**config.mk**
```make
export PLATFORM = sky130hd
export DESIGN_NAME = cau_front_flat
export DESIGN_NICKNAME = d
export VERILOG_FILES = /design/src/sv/cau_pkg.sv /design/src/sv/cau_if.sv /design/src/sv/cau_front.sv /design/src/flat_wrapper.sv
export SDC_FILE = /design/constraint.sdc
export NUM_CORES = 1
export LEC_CHECK = 0
export ABC_AREA = 0
export BUFFER_PORTS_ARGS = -buffer_cell sky130_fd_sc_hd__buf_2
export CORE_MARGIN = 2
export CORE_UTILIZATION = 52
export CTS_CLUSTER_SIZE = 14
export DETAILED_ROUTE_END_ITERATION = 12
export PLACE_DENSITY = 0.79
export SLEW_MARGIN = 10
export SYNTH_ARGS = -nofsm -noshare
export SYNTH_HDL_FRONTEND = slang
export SYNTH_SLANG_ARGS = --single-unit
```
**constraint.sdc**
```tcl
create_clock -name clock -period 4.9 [get_ports clock]
set_input_delay 0.245 -clock clock [delete_from_list [all_inputs] [get_ports clock]]
set_output_delay 0.245 -clock clock [all_outputs]
set_load 0.05 [all_outputs]
```
**src/sv/cau_pkg.sv**
```systemverilog
// shared constants, codes and types of the complex arithmetic unit
package cau_pkg;

   localparam int WIDTH       = 32;
   localparam int FRAC_BITS   = 24;
   localparam int ACT_W       = 3;
   localparam int PROD_W      = 2 * WIDTH;
   localparam int NUM_W       = PROD_W + FRAC_BITS;
   localparam int CMP_W       = (NUM_W > 3 * WIDTH) ? NUM_W : 3 * WIDTH;
   localparam int QUEUE_DEPTH = 2;
   localparam int QPTR_W      = $clog2(QUEUE_DEPTH);
   localparam int QCNT_W      = $clog2(QUEUE_DEPTH + 1);

   localparam logic [ACT_W-1:0] ACT_ADD  = 3'd0;
   localparam logic [ACT_W-1:0] ACT_SUB  = 3'd1;
   localparam logic [ACT_W-1:0] ACT_MUL  = 3'd2;
   localparam logic [ACT_W-1:0] ACT_DIV  = 3'd3;
   localparam logic [ACT_W-1:0] ACT_CONJ = 3'd4;
   localparam logic [ACT_W-1:0] ACT_MAG  = 3'd5;

   localparam logic [WIDTH-1:0] SAT_MAX = {1'b0, {(WIDTH - 1){1'b1}}};
   localparam logic [WIDTH-1:0] SAT_MIN = {1'b1, {(WIDTH - 1){1'b0}}};

   typedef enum logic [6:0] {
      OP_NONE = 7'b0000001,
      OP_ADD  = 7'b0000010,
      OP_SUB  = 7'b0000100,
      OP_MUL  = 7'b0001000,
      OP_DIV  = 7'b0010000,
      OP_CONJ = 7'b0100000,
      OP_MAG  = 7'b1000000
   } op_type;

   typedef struct packed {
      op_type                   op;
      logic signed [WIDTH-1:0]  a_re;
      logic signed [WIDTH-1:0]  a_im;
      logic signed [WIDTH-1:0]  b_re;
      logic signed [WIDTH-1:0]  b_im;
   } entry_type;

endpackage

```
**src/sv/cau_if.sv**
```systemverilog
// request and response channel interfaces of the complex arithmetic unit
interface cau_req_if
   import cau_pkg::*;
();
   logic                     valid;
   logic                     ready;
   logic [ACT_W-1:0]         action;
   logic signed [WIDTH-1:0]  a_re;
   logic signed [WIDTH-1:0]  a_im;
   logic signed [WIDTH-1:0]  b_re;
   logic signed [WIDTH-1:0]  b_im;

   modport source (output valid, action, a_re, a_im, b_re, b_im, input ready);
   modport sink (input valid, action, a_re, a_im, b_re, b_im, output ready);
endinterface


```
**src/sv/cau_front.sv**
```systemverilog
// request intake: action decode and a short queue towards the arithmetic pipe
module cau_front
   import cau_pkg::*;
(
   input  logic       clock,
   input  logic       reset,
   cau_req_if.sink    req_if,
   output logic       q_valid,
   output entry_type  q_entry,
   input  logic       q_pop
);

   entry_type           queue_ff [QUEUE_DEPTH];
   logic [QPTR_W-1:0]   wr_ptr_ff, wr_ptr_in;
   logic [QPTR_W-1:0]   rd_ptr_ff, rd_ptr_in;
   logic [QCNT_W-1:0]   count_ff, count_in;
   entry_type           new_entry;
   logic                push;

   always_comb begin
      new_entry.a_re = req_if.a_re;
      new_entry.a_im = req_if.a_im;
      new_entry.b_re = req_if.b_re;
      new_entry.b_im = req_if.b_im;
      unique case (req_if.action)
         ACT_ADD:  new_entry.op = OP_ADD;
         ACT_SUB:  new_entry.op = OP_SUB;
         ACT_MUL:  new_entry.op = OP_MUL;
         ACT_DIV:  new_entry.op = OP_DIV;
         ACT_CONJ: new_entry.op = OP_CONJ;
         ACT_MAG:  new_entry.op = OP_MAG;
         default:  new_entry.op = OP_NONE;
      endcase
   end

   assign req_if.ready = (count_ff != QCNT_W'(QUEUE_DEPTH));
   assign push         = req_if.valid && req_if.ready;
   assign q_valid      = (count_ff != '0);
   assign q_entry      = queue_ff[rd_ptr_ff];

   always_comb begin
      wr_ptr_in = wr_ptr_ff;
      rd_ptr_in = rd_ptr_ff;
      count_in  = count_ff;
      if (push) begin
         wr_ptr_in = (wr_ptr_ff == QPTR_W'(QUEUE_DEPTH - 1)) ? '0 : wr_ptr_ff + 1'b1;
      end
      if (q_pop) begin
         rd_ptr_in = (rd_ptr_ff == QPTR_W'(QUEUE_DEPTH - 1)) ? '0 : rd_ptr_ff + 1'b1;
      end
      if (push && !q_pop) begin
         count_in = count_ff + 1'b1;
      end else if (!push && q_pop) begin
         count_in = count_ff - 1'b1;
      end
   end

   always_ff @(posedge clock) begin
      if (reset) begin
         wr_ptr_ff <= '0;
         rd_ptr_ff <= '0;
         count_ff  <= '0;
      end else begin
         wr_ptr_ff <= wr_ptr_in;
         rd_ptr_ff <= rd_ptr_in;
         count_ff  <= count_in;
      end
   end

   always_ff @(posedge clock) begin
      if (push) begin
         queue_ff[wr_ptr_ff] <= new_entry;
      end
   end

endmodule

```
**src/flat_wrapper.sv**
```systemverilog
// flat-port wrapper written by rule: the top's interface ports become plain ports
module cau_front_flat import cau_pkg::*;
  (clock, reset, q_valid, q_entry, q_pop, req_if_valid, req_if_action, req_if_a_re, req_if_a_im, req_if_b_re, req_if_b_im, req_if_ready);
  cau_req_if req_if_i ();
  input  logic clock;
  input  logic reset;
  output logic q_valid;
  output entry_type q_entry;
  input  logic q_pop;
  input wire logic [$bits(req_if_i.valid)-1:0] req_if_valid;
  input wire logic [$bits(req_if_i.action)-1:0] req_if_action;
  input wire logic [$bits(req_if_i.a_re)-1:0] req_if_a_re;
  input wire logic [$bits(req_if_i.a_im)-1:0] req_if_a_im;
  input wire logic [$bits(req_if_i.b_re)-1:0] req_if_b_re;
  input wire logic [$bits(req_if_i.b_im)-1:0] req_if_b_im;
  output wire logic [$bits(req_if_i.ready)-1:0] req_if_ready;
  assign req_if_i.valid = req_if_valid;
  assign req_if_i.action = req_if_action;
  assign req_if_i.a_re = req_if_a_re;
  assign req_if_i.a_im = req_if_a_im;
  assign req_if_i.b_re = req_if_b_re;
  assign req_if_i.b_im = req_if_b_im;
  assign req_if_ready = req_if_i.ready;
  cau_front u_core (.clock(clock), .reset(reset), .req_if(req_if_i), .q_valid(q_valid), .q_entry(q_entry), .q_pop(q_pop));
endmodule
```
==> results of run 1 <==
## what timing repair did
item | CTS | global route
setup endpoints to repair | 0 | 0
endpoints found under the hold margin | 261 | 0
hold buffers | 130 | 0
## cell type report
class / instances / area, um2 / area share, %
repair buffers: 404 / 2710 / 19.3
clock inverters: 12 / 138 / 0.981
well taps: 265 / 332 / 2.36
clock buffers: 38 / 759 / 5.41
inverters: 2 / 12.5 / 0.0891
flip-flops and latches: 275 / 8210 / 58.5
multi-input cells: 159 / 1880 / 13.4
## power by group
part / internal (W) / leakage (nW) / switching, W / total, W
clock: 0.00124 / 0.425 / 0.000807 / 0.00205
sequential: 0.00286 / 2.57 / 0.0000833 / 0.00294
combinational: 0.000430 / 2.41 / 0.000947 / 0.00138
## per-stage QoR
step                      cells  utilization [%]  instance area [um2]
after floorplan             451                -                10200
after global placement      975             61.2                11800
after detailed placement    975             61.2                11800
after CTS                  1155             72.6                14000
after global routing       1155             72.6                14000
final                      1155             72.6                14000
## worst max-delay path, delay by kind of cell, from the launching register on
| kind | cells | cell delay [ns] |
|---|---|---|
| buffers and inverters | 2 | 0.67 |
| flip-flops | 1 | 0.98 |
| multiplexers | 1 | 0.40 |
## registers in the layout (all words and copies together) (netlist names), named ones only
register / cells
u_core.queue_ff: 270
u_core.count_ff: 2
u_core.rd_ptr_ff: 1
u_core.wr_ptr_ff: 1
## cells in the final DEF (no fill, tap or decap), types with 2 or more instances in the layout
| cell | netlist | routed |
|---|---|---|
| clkinv_2 | 0 | 2 |
| dfxtp_1 | 5 | 4 |
| and3b_1 | 2 | 2 |
| mux2_2 | 85 | 85 |
| a21oi_1 | 2 | 2 |
| mux2_4 | 50 | 50 |
| buf_12 | 0 | 2 |
| and2_1 | 2 | 2 |
| clkinvlp_4 | 0 | 3 |
| dlygate4sd3_1 | 0 | 130 |
| buf_2 | 8 | 271 |
| clkbuf_1 | 0 | 9 |
| edfxtp_1 | 270 | 270 |
| clkinv_1 | 0 | 4 |
| bufinv_16 | 0 | 3 |
| nor2_1 | 3 | 3 |
| nor3b_1 | 3 | 3 |
| xor2_1 | 2 | 2 |
| clkbuf_16 | 0 | 29 |
## final timing paths
| path | end | slack [ns] | startpoint | depth (start not counted) |
|---|---|---|---|---|
| setup reg to reg | u_core.queue_ff[0][47]$_DFFE_PP_ | 2.45 | u_core.count_ff[0]$_SDFFE_PP0P_ | 4 |
| hold reg to reg | u_core.count_ff[1]$_SDFFE_PP0P_ | 0.55 | u_core.count_ff[1]$_SDFFE_PP0P_ | 2 |
| hold / removal | u_core.wr_ptr_ff$_SDFFE_PP0N_ | 0.07 | req_if_valid | 3 |
| setup / recovery | q_entry[129] | 1.94 | flip-flop | 3 |
## cells by family (layout without fill, tap and decap cells)
kind of cell    Yosys count  count (layout)  share of synthesized area, %
flops                   275             275                          80.4
xor+xnor                  3               3                         0.257
fa+ha+maj                 1               1                         0.123
compound gates            4               4                         0.245
buf+inv                  17             456                          1.24
simple gates             16              16                         0.993
mux                     135             135                          16.7
## routing by layer
layer  wire length [um]  track usage (%)  up-vias
li1                   -                -     2645
met1               7970             22.2     2831
met2              10900             35.2      237
met3               1360             4.40       45
met4                552             5.31        0
met5                  0                0        -
==> results.txt, run 1 <==
- Outcome: finished clean
* Register area share after synthesis: 80.4%
- Clock tree synthesis found a total of 275 sinks.
- From synthesis to final layout, the design area changed by 37.5%.
* Most frequent cell after synthesis: edfxtp_1
- For the pin with the worst max-slew slack, the measured transition is 1.03 ns.
- Clock skew: 0.0199 ns
* Wire length per cell after detailed routing: 18.0 um
- Synthesis produced a netlist with a net count of 587.
- The analysis attributes to cell leakage a power of 5.40 nW.
- Input and output buffers added on the ports amount to 271.
* Layout cells sized above 1: 50.7%
- The critical path goes through buf_12, mux2_2, buf_2.
- Drt first-iter violations: 304
- In this run the core area contains 51 standard-cell rows.
- CP required: 4.66 ns
- The slowest stage of the critical path belongs to the cell dfxtp_4.
- STA classifies the critical path startpoint as a flip-flop.
- CTS built an H-tree with a depth of 1.
- Cell variety after synth: 23
- The count of pins over their slew limit came to 0.
- TritonRoute pass-1 iters: 4
- Yosys printed 0 warnings.
* Top flip-flop cell by instance count after synthesis: edfxtp_1
* Worst Setup Slack, final: 1.94 ns
- Horizontal die dimension: 144 um
* Number of antenna violations at the first check in global routing: 0
* DRC errors left: 0
- edfxtp_1 takes more of the synthesized area than any other cell.
- Post-route antenna net violation count: 0
- Max transition margin: 31.5%
- Worst-case vdd ir drop: 442 uV
- At the placement stage, the worst setup path has a slack of 2.43 ns.
- Maximum count of clock buffers along a single path: 3
- Fillers: 1,120
- Global routing used 19.0% of the available tracks.
- Most used standard cells in the synthesized netlist: 270 x edfxtp_1, 85 x mux2_2, 50 x mux2_4, 8 x buf_2, 7 x buf_6
- In this run the biggest area consumer among cell types represents 79.4% of the synthesized area.
- Top cells by area in the synthesized netlist: edfxtp_1 79%, mux2_2 9.4%, mux2_4 7.4%
- In this run the vertical extent of the chip is 144 um.
- Unrepaired setup endpoints after global routing: false
- Period utilisation layout: 60.5%
- Post-detailed-routing wire length: 20,800 um
* Clock tree root buffer cell: clkbuf_16
* Post-route setup TNS: 0 ns
- Number of maximum-capacitance violations: 0
- 0 antenna diodes ended up in the layout.
- After clock tree synthesis, the clock-pin slew on the worst setup and hold paths is 0.06 ns.
- For this configuration, the core starts out at a cell density of 52.8%.
* Maximum fanout along the worst path: 70
- Power density of the placed cells: 453 nW/um2
- Hold slack final: 0.0688 ns
* Post-Syn Instances: 451
- The die covers 20,800 um2.
- Yosys mapped a number of flops with a built-in enable equal to 270.
- Vias per std cell: 4.99
* Stage delay of the slowest cell on the critical path: 0.98 ns
* Global-route wire length before repair: 30,400 um
- CTS tree: done
- Setup crit end kind: output pin
- Start-to-end type of the worst setup path: flip-flop to output pin
- Number of post-CTS setup repair buffers: 0
* Post-CTS sizing: 0
- Weighted congestion reported at the end of routability-driven placement: 0.757
* Max Clock Freq: 337 MHz
* TritonCTS buffer count: 28
- Arrival time at the worst endpoint: 2.72 ns
- Share of flip-flops with an asynchronous set or reset after synthesis: 0%
- Routed via count: 5,758
- The worst hold path belongs to the class input port to flip-flop.
* Number of hold violations in the final report: 0
- Total half-perimeter wirelength after legalization and detailed placement: 12,200 um
- Final Power: 0.00636 W
* Setup-violating endpoint count in the final report: 0
- The net count of the finished layout is 1,006.
- Via count of the first global-routing pass: 6,085
* Minimum clock period after layout: 2.96 ns
* Placeable core area: 19,300 um2
- Syn Area/Cell: 22.6 um2
- Global routing finished with a remaining overflow of 0.
* Maximum number of pins on one net before global-route repair: 111
* Post-synth design cell area: 10,200 um2
* IO Pins: 272
- Later-pin clock latency in the skew report: 0.52 ns
* Number of flip-flops and latches in the synthesized netlist: 275
(Power assumes the default switching activity.)
==> inputs of run 2 (changes only) <==
Settings changed: CORE_UTILIZATION 52 to 47, PLACE_DENSITY 0.79 to 0.75.
Clock period 4.9 ns to 2.5 ns, I/O delays scaled along.
==> results.txt, run 2 (synthesis gave the netlist of run 1 again) <==
- Hold timing on the final database bottoms out at a slack of 0.325 ns.
* Max transition margin: 72.9%
* Path class of the lowest-slack min-delay path: input port to flip-flop
* Worst Setup Slack, final: 0.244 ns
* Outcome: finished clean
* Max Clock Freq: 443 MHz
- Most frequent standard cell in the layout excluding fill and tap cells: buf_2
- Later-pin clock latency in the skew report: 0.53 ns
* Final Power: 0.0125 W
- Number of flip-flops under the largest register name: 270
- TritonCTS buffer count: 28
- Net count reported at finish: 1,015
- H-tree depth reported by CTS: 1
* Part of the power in combinational logic: 22.2%
- Most used cells in the layout excluding fill and tap cells: 271 x buf_2, 270 x edfxtp_1, 136 x dlygate4sd3_1, 85 x mux2_2, 50 x mux2_4
- I/O Buffers: 271
- The critical path in this run is classified as flip-flop to output pin.
- Before CTS, the worst setup slack after placement is 0.773 ns.
- The first global-routing pass estimated 31,600 um of wire.
* Kind of start point of the critical path: flip-flop
- Arrival time at the worst endpoint: 2.13 ns
* Minimum clock period after layout: 2.26 ns
- Leakage dissipation: 5.47 nW
- Weighted congestion reported at the end of routability-driven placement: 0.715
- Ranked by flip-flop count, first place goes to u_core.queue_ff.
- Stage delay of the slowest cell on the critical path: 0.56 ns
- Routed via count: 5,781
- Unrepaired setup endpoints after global routing: false
* Setup-violating endpoint count in the final report: 0
* Internal Dissipation: 0.00889 W
- In this run, the number of DRC markers left after iteration 0 of detailed routing was 258.
- IO Pins: 272
* Layout Area Growth over Synthesis: 39.0%
- Layout cells sized above 1: 50.8%
* Ordered list of cells on the worst path: buf_12, mux2_2, buf_2
- Clock-pin slew of the registers on the worst-case setup and hold paths: 0.06 ns
- Chip height: 151 um
- After detailed routing, the total wire length is 21,600 um.
- The worst-case IR drop observed on VDD is 522 uV.
* Cell class contributing the biggest share of worst-path delay: buffers and inverters
- Period utilisation layout: 90.2%
* Starting density of the core: 48.3%
- Vias per std cell: 4.92
- The number of endpoints with negative hold slack in the final report was 0.
- Post-route antenna net violation count: 0
* Final core occ: 67.1%
- Of all nets on the critical path, the largest fanout is 56.
* Maximum count of clock buffers along a single path: 3
- The via count of the first global-routing pass is 6,264.
- Post-CTS sizing: 0
* CP required: 2.38 ns
- The first detailed-routing pass took 6 iterations.
- Registers with the most flip-flops: u_core.queue_ff x270, u_core.count_ff x2
* Sw Ratio: 29.0%
- The die covers 22,900 um2.
- Switching power: 0.00364 W
- STA classifies the critical path endpoint as an output pin.
* Horizontal die dimension: 151 um
- Relative contribution of the clock network to total power: 32.1%
- In this run, flip-flops and latches consume 45.8% of the power.
* Overall fraction of global-route tracks in use: 18.0%
- In the final routed layout, each cell accounts on average for 18.4 um.
- Entering global routing, the biggest net connects 69 pins.
- Dividing total power by cell area gives a power density of 883 nW/um2.
- Number of maximum-capacitance violations: 0
* Clock tree root buffer cell: clkbuf_16
* Total half-perimeter wirelength after legalization and detailed placement: 13,000 um
- Clock skew: 0.0113 ns
- Final global-route overflow total: 0
- In this run the critical register-to-register path is launched from u_core.count_ff[0]$_SDFFE_PP0P_.
- Placeable core area: 21,200 um2
- CTS tree: done
* Final count of pins violating max slew: 0
- Sinks on the clock net: 275
- Cell type of the slowest stage on the worst timing path: dfxtp_4
- For the pin with the worst max-slew slack, the measured transition is 0.407 ns.
- Number of buffer and inverter instances along the worst setup path: 2
- Number of antenna violations at the first check in global routing: 1
- In the routed design, unresolved DRC markers number 0.
- Min-Delay Startpoint: req_if_a_im[6]
- Site row count: 53
run 2: changes by cell type in the layout (fill, tap and decap cells not counted), moves of 2 or more:
cell / previous run / this run
buf_12: 2 / 6
clkbuf_1: 9 / 6
clkinv_1: 4 / 7
clkinv_2: 2 / 6
clkinvlp_4: 3 / 1
dlygate4sd3_1: 130 / 136
run 2: cell type report:
type,instances,area [um2]
sequential,275,8210
fill,1387,6970
timing repair buffer,413,2840
multi-input combinational,159,1890
clock buffer,35,748
tap,275,344
clock inverter,16,146
inverter,2,11.3
antenna,1,2.50
run 2: final timing paths:
path,cells past startpoint,end,slack (ns)
max,3,q_entry[108],0.24
max reg2reg,4,u_core.queue_ff[0][87]$_DFFE_PP_,0.74
min,2,u_core.queue_ff[1][70]$_DFFE_PP_,0.32
min reg2reg,2,u_core.count_ff[1]$_SDFFE_PP0P_,0.56
run 2: power groups by stage:
stage	registers, W	logic (W)	clock network, W
detailed placement	0.00583	0.00260	0
finish	0.00573	0.00278	0.00402
global route	0.00577	0.00291	0.00429
global placement	0.00579	0.00256	0
floorplan	0.00580	0.00201	0
CTS	0.00573	0.00278	0.00411
run 2: stage by stage:
stage / TNS (ns) / cells / instance area, um2
finish: 0 / 1176 / 14200
global route: 0 / 1176 / 14200
CTS: 0 / 1175 / 14200
detailed placement: 0 / 988 / 11900
global placement: 0 / 988 / 11900
floorplan: -116.41 / 451 / 10200
run 2: repair_timing:
action                                  in CTS  in global routing
buffers inserted                             0                  0
endpoints found under the hold margin      273                  0
hold buffers                               136                  0
endpoints found under the setup margin       0                  0
run 2: metal layers:
layer / share of wire (%) / global-route usage, %
met5: 0 / 0
met4: 1.9 / 4.81
met3: 8.2 / 4.79
met2: 53 / 33.8
met1: 37 / 20.1
==> inputs of run 3 (changes only) <==
Settings changed: CORE_UTILIZATION 47 to 40, GPL_TIMING_DRIVEN set to 0, PLACE_DENSITY 0.75 to 0.66.
==> results.txt, run 3 (synthesis gave the netlist of run 1 again) <==
- Measured in cells, the most critical reg-to-reg path has a length of 6.
- Based on the critical path, the design can be clocked at up to 472 MHz.
- Global-route met1 utilization: 16.9%
- DRC errors left: 0
- The initial antenna violation count came to 1.
- Power density of the placed cells: 873 nW/um2
- After legalization and detailed placement, the total HPWL measured 13,200 um.
- Minimum clock period after layout: 2.12 ns
- Arrival time at the worst endpoint: 2.40 ns
- The die covers 26,800 um2.
* Kind of start point of the critical path: flip-flop
- Reg2Reg Launch Point: u_core.count_ff[0]$_SDFFE_PP0P_
* Most frequent standard cell in the layout excluding fill and tap cells: buf_2
* Max transition margin: 51.2%
- The core region is 25,100 um2.
- Relative to the synthesized area, the layout overhead comes to 40.8%.
- CP required: 2.78 ns
* Number of hold violations in the final report: 0
- For hold timing, the worst endpoint is u_core.queue_ff[0][75]$_DFFE_PP_.
- Of all nets on the critical path, the largest fanout is 28.
- Clock skew: 0.0145 ns
- Setup violations remaining at the end of the flow were counted as 0.
- The largest registers in the layout are u_core.queue_ff x270, u_core.count_ff x2.
* Maximum count of clock buffers along a single path: 3
- Global routing consumed, on the met3 layer, 5.56% of the routing resources.
- Layout cells sized above 1: 51.2%
* Routed via count: 5,752
* Clock tree root buffer cell: clkbuf_16
* Drt first-iter violations: 224
- Clock tree synthesis inserted a total of 29 buffers.
- Once layout is done, the placed cells without fillers occupy 14,400 um2.
* Outcome: finished clean
- Diode count: 0
- Maximum number of pins on one net before global-route repair: 50
- CTS tree: done
- In the finished design, the share of the clock period the worst path needs comes to 84.8%.
* Clock-pin slew of the registers on the worst-case setup and hold paths: 0.06 ns
- At the end of routability-driven placement, the weighted congestion stood at 0.699.
- Measured along the y axis, the die boundary spans 164 um.
- Wire length per cell after detailed routing: 17.1 um
- Global routing used 15.2% of the available tracks.
- Horizontal die dimension: 164 um
- Number of flip-flops under the largest register name: 270
- Capture instance of the worst register-to-register path: u_core.queue_ff[0][33]$_DFFE_PP_
- Start-to-end type of the worst setup path: flip-flop to flip-flop
* IO Pins: 272
- Later-pin clock latency in the skew report: 0.53 ns
- Post-detailed-routing wire length: 21,300 um
* Worst R2R Setup Slack: 0.38 ns
* Leakage dissipation: 5.54 nW
- Setup crit end kind: flip-flop
- Most heavily used metal layer in global routing: met2
- H-tree depth reported by CTS: 1
- Global-route wire length before repair: 31,800 um
- Vias per std cell: 4.62
- In this run the core area contains 58 standard-cell rows.
* Post-route antenna net violation count: 0
- For this run, the post-layout net count is 1,031.
- TritonRoute pass-1 iters: 4
* Via count of the first global-routing pass: 6,221
- Leaving out fill and tap cells, the most frequent cells in the layout are 279 x buf_2, 270 x edfxtp_1, 135 x dlygate4sd3_1, 85 x mux2_2, 50 x mux2_4.
- In the global route stage, met2 resource usage came out at 27.3%.
- Starting density of the core: 40.7%
- CTS saw 275 sinks.
- Input and output buffers added on the ports amount to 271.
- VDD sags by at most 646 uV.
- Hold slack final: 0.315 ns
- Buffers added to address setup during post-CTS repair amount to 0.
- The worst hold path begins at req_if_a_im[11].
- After global routing the overflow that remains totals 0.
* Final Power: 0.0125 W
* Unrepaired setup endpoints after global routing: false
* Total placed instance area: 12,100 um2
- Across the run, the number of max-cap violations was 0.
* Largest register by flop count: u_core.queue_ff
* Actual slew at the worst max-slew pin: 0.732 ns
- In this run the worst hold path is classified as input port to flip-flop.
- The count of pins over their slew limit is 0.
- Hold Path Cell Cnt: 2
[run 3: per-stage QoR]
| stage | setup slack, ns | std cells | utilization (%) | TNS, ns |
|---|---|---|---|---|
| 6_report | 0.380 | 1246 | 57.2 | 0 |
| 5_1_grt | 0.272 | 1246 | 57.2 | 0 |
| 4_1_cts | 0.102 | 1245 | 57.2 | 0 |
| 3_5_place_dp | 0.108 | 1058 | 48.3 | 0 |
| 3_3_place_gp | -1.86 | 1052 | 47.8 | -397.59 |
| 2_1_floorplan | -0.624 | 451 | - | -116.41 |
[run 3: final cells by class]
type	count	area (um2)
multi-input cells	159	1890
repair buffers	412	2850
clock buffers	39	763
inverters	2	11.3
clock inverters	13	113
plain buffers	15	119
well taps	330	413
repair inverters	1	5.00
flip-flops and latches	275	8210
fillers	1941	10700
[run 3: repair_timing]
item                                    4_1_cts  5_1_grt
endpoints found under the setup margin        0       22
hold buffers                                135        0
endpoints found under the hold margin       273        0
resized for setup                             0        0
[run 3: worst max path at each step]
stage | start | to | slack (ns) | depth (start not counted)
5_1_grt | u_core.count_ff[1]$_SDFFE_PP0P_ | u_core.queue_ff[0][38]$_DFFE_PP_ | 0.27 | 6
3_5_place_dp | u_core.count_ff[1]$_SDFFE_PP0P_ | u_core.queue_ff[0][62]$_DFFE_PP_ | 0.11 | 6
2_1_floorplan | u_core.count_ff[0]$_SDFFE_PP0P_ | u_core.queue_ff[0][0]$_DFFE_PP_ | -0.62 | 3
4_1_cts | u_core.count_ff[0]$_SDFFE_PP0P_ | u_core.queue_ff[0][33]$_DFFE_PP_ | 0.10 | 6
6_report | u_core.count_ff[0]$_SDFFE_PP0P_ | u_core.queue_ff[0][33]$_DFFE_PP_ | 0.38 | 6
3_3_place_gp | u_core.count_ff[0]$_SDFFE_PP0P_ | u_core.queue_ff[0][62]$_DFFE_PP_ | -1.86 | 3
[run 3: per-layer routing]
layer  routed length (um)  up-vias
met5                   11        -
met4                  528        2
met3                 1980       42
met2                10800      222
met1                 7910     2796
li1                     -     2690
[run 3: where the power goes]
part           total (W)  internal, W  switching (W)  leakage [nW]
logic            0.00286     0.000928        0.00194          2.55
clock network    0.00398      0.00233        0.00165         0.421
registers        0.00570      0.00559       0.000102          2.57
[run 3: worst max-delay path: stages (launching register included)]
cell and delay, ns:
dfxtp_2 0.34, nand2b_4 0.16, nand3b_1 0.19, clkinvlp_4 0.44, buf_12 0.34, buf_12 0.18, buf_16 0.18
